===== src/hdl/assert_macros.svh =====
// Assertion macros shared by the quantizer RTL.
// Expects clk_i and rst_ni in the scope of every use.
`ifndef ASSERT_MACROS_SVH
`define ASSERT_MACROS_SVH

// check a property on every clock edge outside reset
`define SPQ_ASSERT(label, prop, msg) \
  label: assert property (@(posedge clk_i) disable iff (!rst_ni) (prop)) \
    else $error(msg);

// check that a condition implies a consequence in the same cycle
`define SPQ_ASSERT_IMP(label, ante, cons, msg) \
  label: assert property (@(posedge clk_i) disable iff (!rst_ni) (ante) |-> (cons)) \
    else $error(msg);

`endif


===== src/hdl/spq_pkg.sv =====
// Types, constants and scale tables of the scale pitch quantizer.
// No dependencies.
package spq_pkg;

  typedef enum logic [1:0] {
    CMD_SNAP    = 2'd0,
    CMD_EDIT    = 2'd1,
    CMD_REBUILD = 2'd2
  } cmd_e;

  localparam int unsigned ClassCount = 12;
  localparam int unsigned SearchMax  = 6;

  localparam logic [11:0] FullMask   = 12'hFFF;
  localparam logic [3:0]  KindChrom  = 4'd0;
  localparam logic [3:0]  KindCustom = 4'd9;

  localparam logic        IdxScaleKind = 1'b0;
  localparam logic        IdxTonic     = 1'b1;

  // n / 12 as (n * 171) >> 11, exact for n up to 128
  localparam logic [7:0]  RecipMul   = 8'd171;
  localparam int unsigned RecipShift = 11;

  function automatic logic [11:0] scale_set(input logic [3:0] kind);
    logic [11:0] set;
    case (kind)
      4'd0:    set = 12'hFFF;
      4'd1:    set = 12'hAB5;
      4'd2:    set = 12'h5AD;
      4'd3:    set = 12'h9AD;
      4'd4:    set = 12'h295;
      4'd5:    set = 12'h4A9;
      4'd6:    set = 12'h4E9;
      4'd7:    set = 12'h6AD;
      4'd8:    set = 12'h6B5;
      4'd9:    set = 12'hFFF;
      default: set = 12'hFFF;
    endcase
    return set;
  endfunction

endpackage


===== src/hdl/scale_pitch_quantizer.sv =====
// Scale pitch quantizer: snaps pitches to an allowed pitch-class mask and edits the mask.
// Depends on spq_pkg and assert_macros.svh.
//
// Usage:
//   Input words arrive on s_axis: tuser carries the command (0 snap, 1 edit one class,
//   2 rebuild the mask from the registers). Each input word gives one output word on
//   m_axis with the snapped note, the exact flag, the mask and the scale kind after
//   the word.
//   The register port (cfg_we_i, cfg_idx_i, cfg_wdata_i) writes scale kind (index 0)
//   and tonic class (index 1); write it only while the block is idle.
//   An accepted word is held in the input register and then shows on m_axis from the
//   result register behind it. Throughput: one word per cycle while m_axis_tready is
//   high, as the snap search and mask update between the two registers are combinational.
//   Stall: while m_axis_tready is low a full result register holds, the input register
//   still fills, and s_axis_tready drops only when both are full.
//   Reset: mask allows all twelve classes, kind and registers are zero, both
//   registers empty.
`include "assert_macros.svh"

module scale_pitch_quantizer (
  input  logic        clk_i,
  input  logic        rst_ni,
  input  logic        s_axis_tvalid,
  output logic        s_axis_tready,
  input  logic [23:0] s_axis_tdata,  // pitch_fixed[14:0], pitch_class[18:15], allow_flag[19]
  input  logic [1:0]  s_axis_tuser,  // command[1:0]
  output logic        m_axis_tvalid,
  input  logic        m_axis_tready,
  output logic [31:0] m_axis_tdata,  // snapped_note[8:0], was_exact[9], mask_now[21:10],
                                     // kind_now[25:22]
  input  logic        cfg_we_i,
  input  logic        cfg_idx_i,
  input  logic [3:0]  cfg_wdata_i
);

  logic              in_valid_q;
  spq_pkg::cmd_e     in_cmd_q;
  logic [14:0]       in_pitch_q;
  logic [3:0]        in_cls_q;
  logic              in_allow_q;

  logic              out_valid_q;
  logic signed [8:0] out_note_q;
  logic              out_exact_q;
  logic [11:0]       out_mask_q;
  logic [3:0]        out_kind_q;

  logic [11:0]       mask_q, mask_d;
  logic [3:0]        kind_q, kind_d;
  logic [3:0]        scale_kind_q;
  logic [3:0]        tonic_q;

  logic              out_free;
  logic              adv;
  logic              in_fire;

  logic [15:0]       round_sum;
  logic [7:0]        nearest;
  logic              prefer_below;
  logic [15:0]       recip_prod;
  logic [4:0]        quot;
  logic [7:0]        rem_full;
  logic [3:0]        cls0;
  logic [23:0]       rot_wide;
  logic [11:0]       rot;
  logic              found;
  logic              go_below;
  logic [2:0]        step_dist;
  logic signed [8:0] note_base;
  logic signed [8:0] note_d;
  logic              exact_d;

  logic [3:0]        edit_cls;
  logic [11:0]       edit_bit;
  logic              edit_have;
  logic [11:0]       edit_mask;
  logic [3:0]        rb_kind;
  logic [3:0]        rb_tonic;
  logic [23:0]       rb_wide;
  logic [11:0]       rb_mask;

  assign out_free      = !out_valid_q || m_axis_tready;
  assign adv           = in_valid_q && out_free;
  assign s_axis_tready = !in_valid_q || out_free;
  assign in_fire       = s_axis_tvalid && s_axis_tready;

  always_ff @(posedge clk_i or negedge rst_ni) begin
    if (!rst_ni) begin
      scale_kind_q <= spq_pkg::KindChrom;
      tonic_q      <= '0;
    end else if (cfg_we_i) begin
      if (cfg_idx_i == spq_pkg::IdxScaleKind) begin
        scale_kind_q <= cfg_wdata_i;
      end else begin
        tonic_q <= cfg_wdata_i;
      end
    end
  end

  always_ff @(posedge clk_i or negedge rst_ni) begin
    if (!rst_ni) begin
      in_valid_q <= 1'b0;
    end else if (in_fire) begin
      in_valid_q <= 1'b1;
    end else if (adv) begin
      in_valid_q <= 1'b0;
    end
  end

  always_ff @(posedge clk_i) begin
    if (in_fire) begin
      in_cmd_q   <= spq_pkg::cmd_e'(s_axis_tuser);
      in_pitch_q <= s_axis_tdata[14:0];
      in_cls_q   <= s_axis_tdata[18:15];
      in_allow_q <= s_axis_tdata[19];
    end
  end

  // rounding and class of the rounded note
  assign round_sum    = {1'b0, in_pitch_q} + 16'd128;
  assign nearest      = round_sum[15:8];
  assign prefer_below = {1'b0, in_pitch_q} <= {nearest, 8'd0};
  assign recip_prod   = nearest * spq_pkg::RecipMul;
  assign quot         = recip_prod[15:spq_pkg::RecipShift];
  assign rem_full     = nearest - ({quot, 3'b000} + {1'b0, quot, 2'b00});
  assign cls0         = rem_full[3:0];
  assign rot_wide     = {mask_q, mask_q} >> cls0;
  assign rot          = rot_wide[11:0];
  assign note_base    = signed'({1'b0, nearest});

  always_comb begin
    found     = 1'b0;
    go_below  = 1'b0;
    step_dist = '0;
    for (int d = 1; d <= spq_pkg::SearchMax; d++) begin
      if (!found) begin
        if (prefer_below && rot[spq_pkg::ClassCount - d]) begin
          found     = 1'b1;
          go_below  = 1'b1;
          step_dist = 3'(d);
        end else if (rot[d]) begin
          found     = 1'b1;
          go_below  = 1'b0;
          step_dist = 3'(d);
        end else if (rot[spq_pkg::ClassCount - d]) begin
          found     = 1'b1;
          go_below  = 1'b1;
          step_dist = 3'(d);
        end
      end
    end
  end

  // edit and rebuild
  assign edit_cls  = (in_cls_q >= 4'd12) ? in_cls_q - 4'd12 : in_cls_q;
  assign edit_bit  = 12'd1 << edit_cls;
  assign edit_have = mask_q[edit_cls];
  assign edit_mask = in_allow_q ? (mask_q | edit_bit) : (mask_q & ~edit_bit);
  assign rb_kind   = (scale_kind_q > spq_pkg::KindCustom) ? spq_pkg::KindChrom : scale_kind_q;
  assign rb_tonic  = (tonic_q >= 4'd12) ? tonic_q - 4'd12 : tonic_q;
  assign rb_wide   = {spq_pkg::scale_set(rb_kind), spq_pkg::scale_set(rb_kind)} << rb_tonic;
  assign rb_mask   = rb_wide[23:12];

  always_comb begin
    mask_d  = mask_q;
    kind_d  = kind_q;
    note_d  = '0;
    exact_d = 1'b0;
    case (in_cmd_q)
      spq_pkg::CMD_SNAP: begin
        if (rot[0]) begin
          exact_d = 1'b1;
          note_d  = note_base;
        end else if (found && go_below) begin
          note_d = note_base - signed'({6'd0, step_dist});
        end else if (found) begin
          note_d = note_base + signed'({6'd0, step_dist});
        end else begin
          note_d = note_base;
        end
      end
      spq_pkg::CMD_EDIT: begin
        if (edit_have != in_allow_q) begin
          kind_d = spq_pkg::KindCustom;
          mask_d = (edit_mask == '0) ? edit_bit : edit_mask;
        end
      end
      spq_pkg::CMD_REBUILD: begin
        mask_d = rb_mask;
        kind_d = rb_kind;
      end
      default: begin
      end
    endcase
  end

  always_ff @(posedge clk_i or negedge rst_ni) begin
    if (!rst_ni) begin
      mask_q      <= spq_pkg::FullMask;
      kind_q      <= spq_pkg::KindChrom;
      out_valid_q <= 1'b0;
    end else begin
      if (adv) begin
        mask_q      <= mask_d;
        kind_q      <= kind_d;
        out_valid_q <= 1'b1;
      end else if (m_axis_tready) begin
        out_valid_q <= 1'b0;
      end
    end
  end

  always_ff @(posedge clk_i) begin
    if (adv) begin
      out_note_q  <= note_d;
      out_exact_q <= exact_d;
      out_mask_q  <= mask_d;
      out_kind_q  <= kind_d;
    end
  end

  assign m_axis_tvalid = out_valid_q;
  assign m_axis_tdata  = {6'd0, out_kind_q, out_mask_q, out_exact_q, out_note_q};

  `SPQ_ASSERT(a_mask_nonempty, mask_q != '0, "class mask became empty")
  `SPQ_ASSERT(a_kind_range, kind_q <= spq_pkg::KindCustom, "scale kind out of range")
  `SPQ_ASSERT_IMP(a_out_matches_state, out_valid_q,
    (out_mask_q == mask_q) && (out_kind_q == kind_q), "pending result disagrees with state")

endmodule


===== config.mk =====
export PLATFORM = sky130hd
export DESIGN_NAME = scale_pitch_quantizer
export DESIGN_NICKNAME = d
export VERILOG_FILES = /design/src/hdl/spq_pkg.sv /design/src/hdl/scale_pitch_quantizer.sv
export VERILOG_INCLUDE_DIRS = /design/src /design/src/hdl
export SDC_FILE = /design/constraint.sdc
export NUM_CORES = 1
export LEC_CHECK = 0
export ABC_AREA = 1
export BUFFER_PORTS_ARGS = -buffer_cell sky130_fd_sc_hd__buf_2
export CORE_MARGIN = 2
export CORE_UTILIZATION = 45
export DETAILED_ROUTE_END_ITERATION = 12
export SLEW_MARGIN = 10
export SYNTH_ARGS = -nofsm -noshare
export SYNTH_HDL_FRONTEND = slang
export SYNTH_SLANG_ARGS = --single-unit

===== constraint.sdc =====
create_clock -name clk_i -period 9.1 [get_ports clk_i]
set_clock_uncertainty 0.2 [all_clocks]
set_input_delay 0.91 -clock clk_i [delete_from_list [all_inputs] [get_ports clk_i]]
set_output_delay 0.91 -clock clk_i [all_outputs]
set_load 0.01 [all_outputs]

==> Word level (Yosys, flattened, before mapping) <==
Memory sizes are Yosys's and may differ from the RTL's.
Index checks and enable logic that the tools add are counted.
{ "totals": {"mem_bits_ro": 320, "inputBits": 36, "wordCells": 145, "memories": 2, "register_bits": 74, "out_inout_bits": 34} }
{ "mem_list": {"columns": ["memory", "depth", "width", "read_ports", "rd_clocked_by_memory_dff", "write_ports", "line", "rtl"], "rows": [
  ["(name not given)", 16, 10, 1, 0, 0, "spq_pkg.sv:27", "case (kind)"],
  ["(name not given)", 16, 10, 1, 0, 0, "spq_pkg.sv:27", null]
]} }
{ "classes": {"add_sub_neg": 7, "multipliers": 1, "n_eq_ne": 3, "bitwise": 5, "n_lt_le_gt_ge": 5, "reduce_logical": 20, "shift": 3, "mux": 84} }
{ "op_table": {"columns": ["cell", "count"], "rows": [
  ["$mux 3", 19],
  ["$mux 1", 52],
  ["$mux 12", 3],
  ["$pmux 12 s2", 1],
  ["$shl 24x4->24", 1],
  ["$shr 24x4->12", 1],
  ["$mux 9", 2],
  ["$add 15x8->16 const B", 1],
  ["$le 15x16->1", 1],
  ["$mux 4", 4],
  ["$mul 8x8->13 const B", 1],
  ["$and 12x12->12", 1],
  ["$logic_not 12->1", 1],
  ["$not 12->12", 1],
  ["$or 12x12->12", 1],
  ["$shl 1x4->12 const A", 1],
  ["$add 8x3->9", 1],
  ["$logic_and 1x1->1", 9],
  ["$sub 8x3->9", 1],
  ["$ge 4x4->1 const B", 2],
  ["$mux 8", 1],
  ["$pmux 4 s2", 1],
  ["$sub 4x4->4 const B", 2],
  ["$lt 4x5->1 const B", 1],
  ["other kinds (14)", 19]
]} }

==> Depth between registers and ports, before layout <==
Gate-level depths: netlist (run 1).
{ "depth": {"ltp_word": 31, "ltp_mapped": 51, "mapped_depth_nobuf": 50} }

==> Worst setup path after synthesis (run 1) <==
OpenSTA, ideal clock, no wires.
{ "synth_path": {"kind": "register to register", "startpoint": "reg in_pitch_q[7]", "endpoint": "reg out_note_q[7], data pin", "path_stages_with_launch": 46, "period_less_slack_ns": 7.414, "arrival_ns": 6.952, "setup_slack_ns": 1.686, "t_required_ns": 8.638, "n_path_buf": 2, "setup_time_ns": 0.262, "cell_sequence": "edfxtp_1 > ha_1 > nand2_2 > nor2_4 > nand2_1 > nand2_4 > ha_1 > fa_1 > fa_1 > inv_1 > fa_1 > inv_1 > ha_1 > nand2_1 > inv_1 > nand2_1 > nand2_1 > a21oi_1 > [... 10 more ...] > buf_6 > o21a_1 > nor2_2 > inv_2 > nor2_4 > nand3_2 > buf_4 > inv_1 > nor2_1 > ha_1 > o31ai_1 > nand4_1 > o311ai_0 > xor2_1 > nand2_1 > nand2_1 > nand2_1 > a21oi_1"} }
{ "synth_via": {"elab_chain_cells": 31, "word_cells_on_any_way": 83, "cone_classes": "5 x add/sub; 1 x mul; 1 x order compare; 1 x shift; 68 x mux; 7 x reduce/logical"} }
{ "synth_rtl": {"columns": ["item", "line", "rtl"], "rows": [
  ["start: declaration", "scale_pitch_quantizer.sv:38", "logic [14:0] in_pitch_q;"],
  ["start signal: assignment", "scale_pitch_quantizer.sv:113", "in_pitch_q <= s_axis_tdata[14:0];"],
  ["$add 15x8->16", "scale_pitch_quantizer.sv:120", "assign round_sum = {1'b0, in_pitch_q} + 16'd128;"],
  ["$mul 8x8->13", "scale_pitch_quantizer.sv:123", "assign recip_prod = nearest * spq_pkg::RecipMul;"],
  ["$add 4x4->4", "scale_pitch_quantizer.sv:125", "assign rem_full = nearest - ({quot, 3'b000} + {1'b0, quot, 2'b00});"],
  ["$sub 4x4->4", "scale_pitch_quantizer.sv:125", null],
  ["$shr 24x4->12", "scale_pitch_quantizer.sv:127", "assign rot_wide = {mask_q, mask_q} >> cls0;"],
  ["$mux 1", "scale_pitch_quantizer.sv:145", "end else if (rot[spq_pkg::ClassCount - d]) begin"],
  ["$mux 1", "scale_pitch_quantizer.sv:141", "end else if (rot[d]) begin"],
  ["$mux 1", "scale_pitch_quantizer.sv:137", "if (prefer_below && rot[spq_pkg::ClassCount - d]) begin"],
  ["[... 15 more ...]", null, null],
  ["$mux 3", "scale_pitch_quantizer.sv:136", "if (!found) begin"],
  ["$mux 3", "scale_pitch_quantizer.sv:141", null],
  ["$mux 3", "scale_pitch_quantizer.sv:137", null],
  ["$mux 3", "scale_pitch_quantizer.sv:136", null],
  ["$add 8x3->9", "scale_pitch_quantizer.sv:177", "note_d = note_base + signed'({6'd0, step_dist});"],
  ["$mux 9", "scale_pitch_quantizer.sv:176", "end else if (found) begin"],
  ["$mux 9", "scale_pitch_quantizer.sv:174", "end else if (found && go_below) begin"],
  ["$mux 8 *", "scale_pitch_quantizer.sv:171", "if (rot[0]) begin"],
  ["end signal: assignment", "scale_pitch_quantizer.sv:215", "out_note_q <= note_d;"],
  ["end: declaration", "scale_pitch_quantizer.sv:43", "logic signed [8:0] out_note_q;"]
]} }
Every way passes the cells marked *; elsewhere a longest branch is shown, timed or not.
A chain may end at the register's enable or synchronous reset.

==> Final worst setup path (run 1) <==
Ends and elaborated chain as after synthesis.

==> metrics.md, run 1 <==
| Metric | Value |
|---|---|
| Sw Pwr | 0.001513 W |
| CP Data Arrival Time | 8.19 ns |
| IO Pins | 70 |
| Worst hold endpoint | scale_kind_q[0] |
| Post-synth cell types | 54 |
| DR WL/cell | 13.72 um |
| Core ar. | 14640 um^2 |
| Main synth FF type | edfxtp_1 |
| Reg2reg start | in_pitch_q[7] |
| Met2 wire length | 6.951 mm |
| Critical path peak fanout | 17 |
| Internal power | 0.001400 W |
| First-pass GRT wire length | 25.92 mm |
| Initial core utilization | between 40% and 50% |
| Cells after synthesis | approximately 940 |
| CP most frequent cell | nand2_1 |
| Net Sw Frac | 51.94% |
| Hold Path Class | flop to flop |
| Clock sinks | 74 |
| Total Power | 0.002912 W |
| Row count | 44 |
| CTS tree | yes |
| Hold buffer count at cts | 0 |
| Placed insts | ~1200 |
| Fin. max-slew vios | 0 |
| Worst VDD drop | 0.1772 mV |
| Final antenna-violating net count | 0 |
| Final min period | ~8.3 ns |
| Post-CTS Resized | 0 |
| Setup TNS | 0 ns |
| Worst Hold Launch | scale_kind_q[0] |
| Number of H-tree levels | 3 |
| Clk pwr share | 12.5% |
| Pleak | 3.613 nW |
| Final setup fails | 0 |
| Crit-path max cell delay | 0.52 ns |
| Slew headroom | 36.95% |
| Metal-1 WL | between 8 and 9 mm |
| Status | finished, final reports clean |
| Register area share after synthesis | 30.96% |
| Async SR Flop Fraction | a little over a third |
| Postcts setup bufs | 0 |
| Global-route total usage across every layer | 20.20% |
| Synth Register Bits | 74 |
| Clock buffer depth | 2 |
| Metal3 WL | 768 um |
| Routability congestion estimate | 0.8979 |
| Setup ws final | 0.8029 ns |
| Share of power burned in registers | 17.7% |
| Diodes inserted | 0 |
| Max Freq | about 120 MHz |
| Post-Syn Area | roughly 7000 um^2 |
| Fillers | 1479 |
| R2R setup slack | 0.80 ns |
| Die area | 16130 um^2 |
| Worst-path clk slew | 0.07 ns |
| CP endpoint kind | flop |
| DR vias | just over 6000 |
| Largest net degree at the start of global routing | 55 |
| Fin. Hold Viols | 0 |
| Final Cycle Share | 91.18% |
| Crit path kind | flop to flop |
| Hold Path Stages | 2 |
| Starting DRT DRC Count | 435 |
| Drt pass-1 iters | 6 |
| CP max stage cell | fa_1 |
| Syn_area_per_cell | 7.226 um^2 |
| Layout net count | 1096 |
| Area grow syn2layout | 10.74% |
| Vias in the first global route | 5188 |
| Max Cap Viol | 0 |
| DIE WIDTH | 127.0 um |
| Chip height | 127.0 um |
| EDFF count, synth | 48 |
| CTS Buf Count | 9 |
| DP HPWL | 12.46 mm |
| RSZ-0062 raised after global routing | no |
| Yosys warnings | 0 |
| Startpoint types | flop |
| CTS root buf | clkbuf_16 |
| Layout cells sized above 1 | 12.14% |
| GRT overflow | 0 |
| Initial antenna violation count | 0 |
| Highest metal used | met4 |
| Slew of the pin with the lowest slew margin | 0.9458 ns |
| Crit Reg-Reg Endpoint | out_note_q[7] |
| Crit path required time | roughly 9.0 ns |
| DP Worst Slack | approximately 0.80 ns |
| Number of remaining DRC errors | 0 |
| Power per standard cell area | between 300 and 400 nW/um^2 |
| Drt total wl | about 16 mm |
| Comb power frac | 69.8% |
| Worst reg2reg path depth | 45 |
| Finished Layout Cells | 1181 |
| Clk_lat worst skew | 0.35 ns |
| Vias per cell | 5.127 |
| Number of port buffers | 59 |
==> worst max-delay path by stage <==
stage                              from             to  slack (ns)  cells after the start
final                     in_pitch_q[7]  out_note_q[7]        0.80                     45
after global routing      in_pitch_q[7]  out_note_q[7]        0.12                     45
after CTS                 in_pitch_q[7]  out_note_q[7]        0.77                     45
after detailed placement  in_pitch_q[8]  out_note_q[7]        0.80                     45
after global placement    in_pitch_q[8]  out_note_q[7]        0.84                     45
after floorplan           in_pitch_q[7]  out_note_q[7]        1.69                     45
==> placed cells by master (no fill, tap or decap), types with 3 or more instances in the layout <==
cell       Yosys  routed
buf_4          8       4
nand3_2        3       3
o21ai_0      118     118
o221ai_1       7       7
inv_1        146     145
o31ai_1        5       5
xor2_1        13      13
clkbuf_16      0       9
o21ai_1       11      11
nor2_1        59      59
nand3_1       32      32
o21a_1         5       5
nor2_4         3       3
buf_2          1      59
fa_1          13      13
o211ai_1       5       5
inv_2          3       4
or2_2          4       4
a21oi_1       46      46
xnor2_1        6       6
nand2_1      247     247
conb_1         1       6
ha_1          55      55
o22ai_1        9       9
nor3_1         5       5
dfrtp_1       14      14
nand2_2        4       4
dfstp_2       12      12
nand2_4        5       5
clkinv_1       3       3
nor4_1         5       5
edfxtp_1      48      48
==> flip-flops by register name (all words and copies together) (netlist names) <==
register       flops
out_exact_q        1
mask_q            12
scale_kind_q       4
m_axis_tvalid      1
in_pitch_q        15
kind_q             4
in_cmd_q           2
in_valid_q         1
out_note_q         9
out_kind_q         4
in_cls_q           4
tonic_q            4
out_mask_q        12
in_allow_q         1
==> layout make-up <==
cell class / count / area (um^2) / share of cell area (%)
inverters: 152 / 570.5 / 7.570
repair buffers: 63 / 325.3 / 4.316
well taps: 184 / 230.2 / 3.054
clock buffers: 9 / 225.2 / 2.988
multi-input cells: 692 / 4000 / 53.07
flip-flops and latches: 74 / 2107 / 27.95
clock inverters: 7 / 78.83 / 1.046
==> critical path, delay by kind of cell, from the launching register on <==
kind | cells | cell delay [ns]
adders and majority gates | 8 | 2.99
and+or+nand+nor | 21 | 2.32
AOI/OAI and AO/OA | 6 | 0.97
buffers and inverters | 8 | 0.72
DFF | 1 | 0.43
xor gates and xnor gates | 2 | 0.38
==> power by group through the flow <==
stage | logic (W) | registers [W] | clock network (W)
after floorplan | 0.00160 | 0.000525 | 0
after global placement | 0.00201 | 0.000519 | 0
after detailed placement | 0.00202 | 0.000519 | 0
after CTS | 0.00203 | 0.000514 | 0.000372
after global routing | 0.00233 | 0.000523 | 0.000387
final | 0.00203 | 0.000515 | 0.000364
==> metal layers <==
metal / track usage (%) / vias up
li1: - / 3186
met1: 30.12 / 2720
met2: 30.17 / 138
met3: 3.936 / 11
met4: 5.171 / 0
met5: 0 / -
==> through the flow <==
stage          hold slack [ns]  utilization (%)  instance area [um^2]
2_1_floorplan           0.2530                -                  6825
4_1_cts                 0.2899            51.47                  7537
6_report                0.2839            51.47                  7537
5_1_grt                 0.3179            51.47                  7537
3_5_place_dp            0.2742            49.39                  7233
3_3_place_gp            0.2739            49.39                  7233
==> cell families (layout without fill, tap and decap cells) <==
family,count (synthesis),after routing,synth area share (%)
AND/OR/NAND/NOR,376,376,23.46
other,1,6,0.05509
flip-flops,74,74,30.96
adder cells (fa/ha/maj),68,68,13.93
buffers and inverters,181,231,10.55
AO/OA/AOI/OAI,222,222,18.36
XOR/XNOR,20,20,2.684
==> cells in the mapped netlist, types with 5 or more instances <==
| master | number | area, um^2 |
|---|---|---|
| fa_1 | 13 | 260.3 |
| nor2_1 | 59 | 221.5 |
| inv_1 | 146 | 548.0 |
| nor4_1 | 5 | 31.28 |
| nand2_4 | 5 | 56.30 |
| xnor2_1 | 6 | 52.55 |
| clkbuf_1 | 17 | 63.81 |
| nand3_1 | 32 | 160.2 |
| o21ai_1 | 11 | 55.05 |
| nor3_1 | 5 | 25.02 |
| a21oi_1 | 46 | 230.2 |
| edfxtp_1 | 48 | 1441 |
| o221ai_1 | 7 | 61.31 |
| o22ai_1 | 9 | 56.30 |
| dfrtp_1 | 14 | 350.3 |
| buf_4 | 8 | 60.06 |
| ha_1 | 55 | 688.2 |
| o31ai_1 | 5 | 37.54 |
| dfstp_2 | 12 | 315.3 |
| nand2_1 | 247 | 927.1 |
| o21a_1 | 5 | 37.54 |
| o21ai_0 | 118 | 590.6 |
| xor2_1 | 13 | 113.9 |
| o211ai_1 | 5 | 37.54 |
Note: power is estimated with default switching activity, not from simulation.
==> run 2, diff against run 1 <==
PLACE_DENSITY = 0.68   (was unset)
==> metrics.md, run 2 (synthesis results as in run 1) <==
| Metric | Value |
|---|---|
| Vias in the first global route | 5415 (+4.4%) |
| Register area | 2107 um^2 (unchanged) |
| Final Cycle Share | 90.93% (-0.24 points) |
| CP Data Arrival Time | 8.28 ns (+0.09 ns) |
| Buf/Inv on CP | 6 (-2) |
| Routability congestion estimate | 0.9336 (+4.0%) |
| Startpoint types | flop |
| Commonest non-fill, non-tap cell in the layout | nand2_1 |
| Power per standard cell area | 381.9 nW/um^2 (-1.2%) |
| DR WL/cell | 13.29 um (-3.1%) |
| Worst-path clk slew | 0.07 ns (about the same) |
| Drt pass-1 iters | 5 (-1) |
| Top reg by flops | in_pitch_q |
| Hold Path Class | flop to flop |
| Area grow syn2layout | 10.48% |
| Initial antenna violation count | 0 (unchanged) |
| Layout cells sized above 1 | 11.85% (-0.29 points) |
| RSZ-0062 raised after global routing | no |
| Row count | 44 (unchanged) |
| Diodes inserted | 0 (unchanged) |
| Number of H-tree levels | 3 (unchanged) |
| Die area | 16130 um^2 (unchanged) |
| IO Pins | 70 (unchanged) |
| Hold buffer count at cts | 0 (unchanged) |
| Post-CTS Resized | 0 (unchanged) |
| First-pass GRT wire length | 26.42 mm (+1.9%) |
| Number of remaining DRC errors | 0 (unchanged) |
| Global-route total usage across every layer | 20.35% (+0.15 points) |
| Largest net degree at the start of global routing | 52 (-5.5%) |
| Status | finished, final reports clean |
| Fillers | 1446 (-2.2%) |
| Crit path kind | flop to flop |
| Final core utilization | 51.35% (-0.12 points) |
| Critical path peak fanout | 17 (unchanged) |
| Multi-input logic area | 4000 um^2 (unchanged) |
| Pleak | 3.604 nW (-0.23%) |
| Met3 Track Usage GR | 3.559% (-0.38 points) |
| Fin. Hold Viols | 0 (unchanged) |
| Clock buffer depth | 2 (unchanged) |
| Postcts setup bufs | 0 (unchanged) |
| Drt total wl | 15.69 mm (-3.2%) |
| Clk_lat worst skew | 0.35 ns (about the same) |
| Max Cap Viol | 0 (unchanged) |
| CTS tree | yes |
| Slew headroom | 47.73% (+11 points) |
| Final antenna-violating net count | 0 (unchanged) |
| DR vias | 6052 (-0.050%) |
| CP endpoint kind | flop |
| Final min period | 8.275 ns (-0.02201 ns) |
| Max Freq | 120.8 MHz (+0.27%) |
| Setup TNS | 0 ns (unchanged) |
| Most frequent cells in the layout | nand2_1 (247), inv_1 (145), o21ai_0 (118), nor2_1 (59), buf_2 (59) |
| CTS root buf | clkbuf_16 |
| Top Registers | in_pitch_q: 15 flops, mask_q: 12 flops, out_mask_q: 12 flops |
| Crit-path max cell delay | 0.53 ns (about the same) |
| DP HPWL | 12.13 mm (-2.6%) |
| Worst VDD drop | 0.2224 mV (+26%) |
| CP most frequent cell | nand2_1 |
| Fin. max-slew vios | 0 (unchanged) |
| Layout net count | 1095 (-0.091%) |
| Final setup fails | 0 (unchanged) |
| Met2 track demand over resource | 30.08% (-0.095 points) |
| DIE WIDTH | 127.0 um (unchanged) |
| Initial core utilization | 46.48% (unchanged) |
| Crit path required time | 9.11 ns (+0.11 ns) |
| Vias per cell | 5.129 (about the same) |
| GRT overflow | 0 (unchanged) |
| CTS Buf Count | 9 (unchanged) |
| Slew of the pin with the lowest slew margin | 0.7832 ns (-0.1626 ns) |
| Critical path's top delay family | adder cells |
| Max reg flops | 15 (unchanged) |
| Starting DRT DRC Count | 410 (-5.7%) |
| Core ar. | 14640 um^2 (unchanged) |
| Chip height | 127.0 um (unchanged) |
| Most Crowded Layer GR | met1 |
| Met1 Usage GRT | 30.66% (+0.55 points) |
| CP max stage cell | fa_1 |
| Number of port buffers | 59 (unchanged) |
| Clock sinks | 74 (unchanged) |
## run 2: cell count changes in the layout (fill, tap and decap cells not counted)
cell and delta:
clkinv_2 +1, clkinvlp_4 -1, buf_4 -1, clkinv_1 +1
inv_8 -1, inv_2 -1, clkbuf_1 +1, inv_6 +1
clkinv_4 -1
## run 2: stage by stage
stage | total power (W) | std cells | cell area (um^2) | hold slack (ns) | setup slack [ns]
after floorplan | 0.002126 | 947 | 6825 | 0.2530 | 1.686
after global placement | 0.002486 | 1164 | 7226 | 0.2725 | 0.9553
after detailed placement | 0.002494 | 1164 | 7226 | 0.2793 | 0.8636
after CTS | 0.002871 | 1180 | 7520 | 0.2941 | 0.8394
after global routing | 0.003206 | 1180 | 7520 | 0.3352 | 0.1339
final | 0.002872 | 1180 | 7520 | 0.2907 | 0.8249
## run 2: final timing paths
path / startpoint / end / slack, ns / cells past startpoint
worst max-delay path: in_pitch_q[7] / out_note_q[7] / 0.82 / 42
worst min-delay path: scale_kind_q[0] / scale_kind_q[0] / 0.29 / 2
worst max register to register: in_pitch_q[7] / out_note_q[7] / 0.82 / 42
worst min register to register: scale_kind_q[0] / scale_kind_q[0] / 0.29 / 2
max in group asynchronous: rst_ni / m_axis_tvalid / 7.90 / 1
min in group asynchronous: rst_ni / kind_q[3] / 0.39 / 1
## run 2: cell type report
type	count	share of cell area [%]
multi-input cells	692	53.19
flip-flops and latches	74	28.02
inverters	152	7.587
repair buffers	62	4.226
well taps	184	3.062
clock buffers	10	3.045
clock inverters	6	0.8652
## run 2: tightest hold or removal path: cells and delay by family, from the launching register on
family	cells	cell delay, ns
AOI/OAI and AO/OA	1	0.06
and+or+nand+nor	1	0.05
DFF	1	0.34
## run 2: routing by layer
metal | wire length [um] | vias to the layer above | share of wire, %
met5 | 0 | - | 0
met4 | 189 | 0 | 1.2
met3 | 755 | 17 | 4.8
met2 | 6657 | 153 | 42
met1 | 8084 | 2699 | 52
li1 | - | 3183 | -
## run 2: where the power goes
part           switching (W)  internal (W)  leakage, nW  total (W)
sequential         0.0000439      0.000471        0.769   0.000515
clock               0.000149      0.000213        0.143   0.000362
combinational        0.00129      0.000703         2.69    0.00200
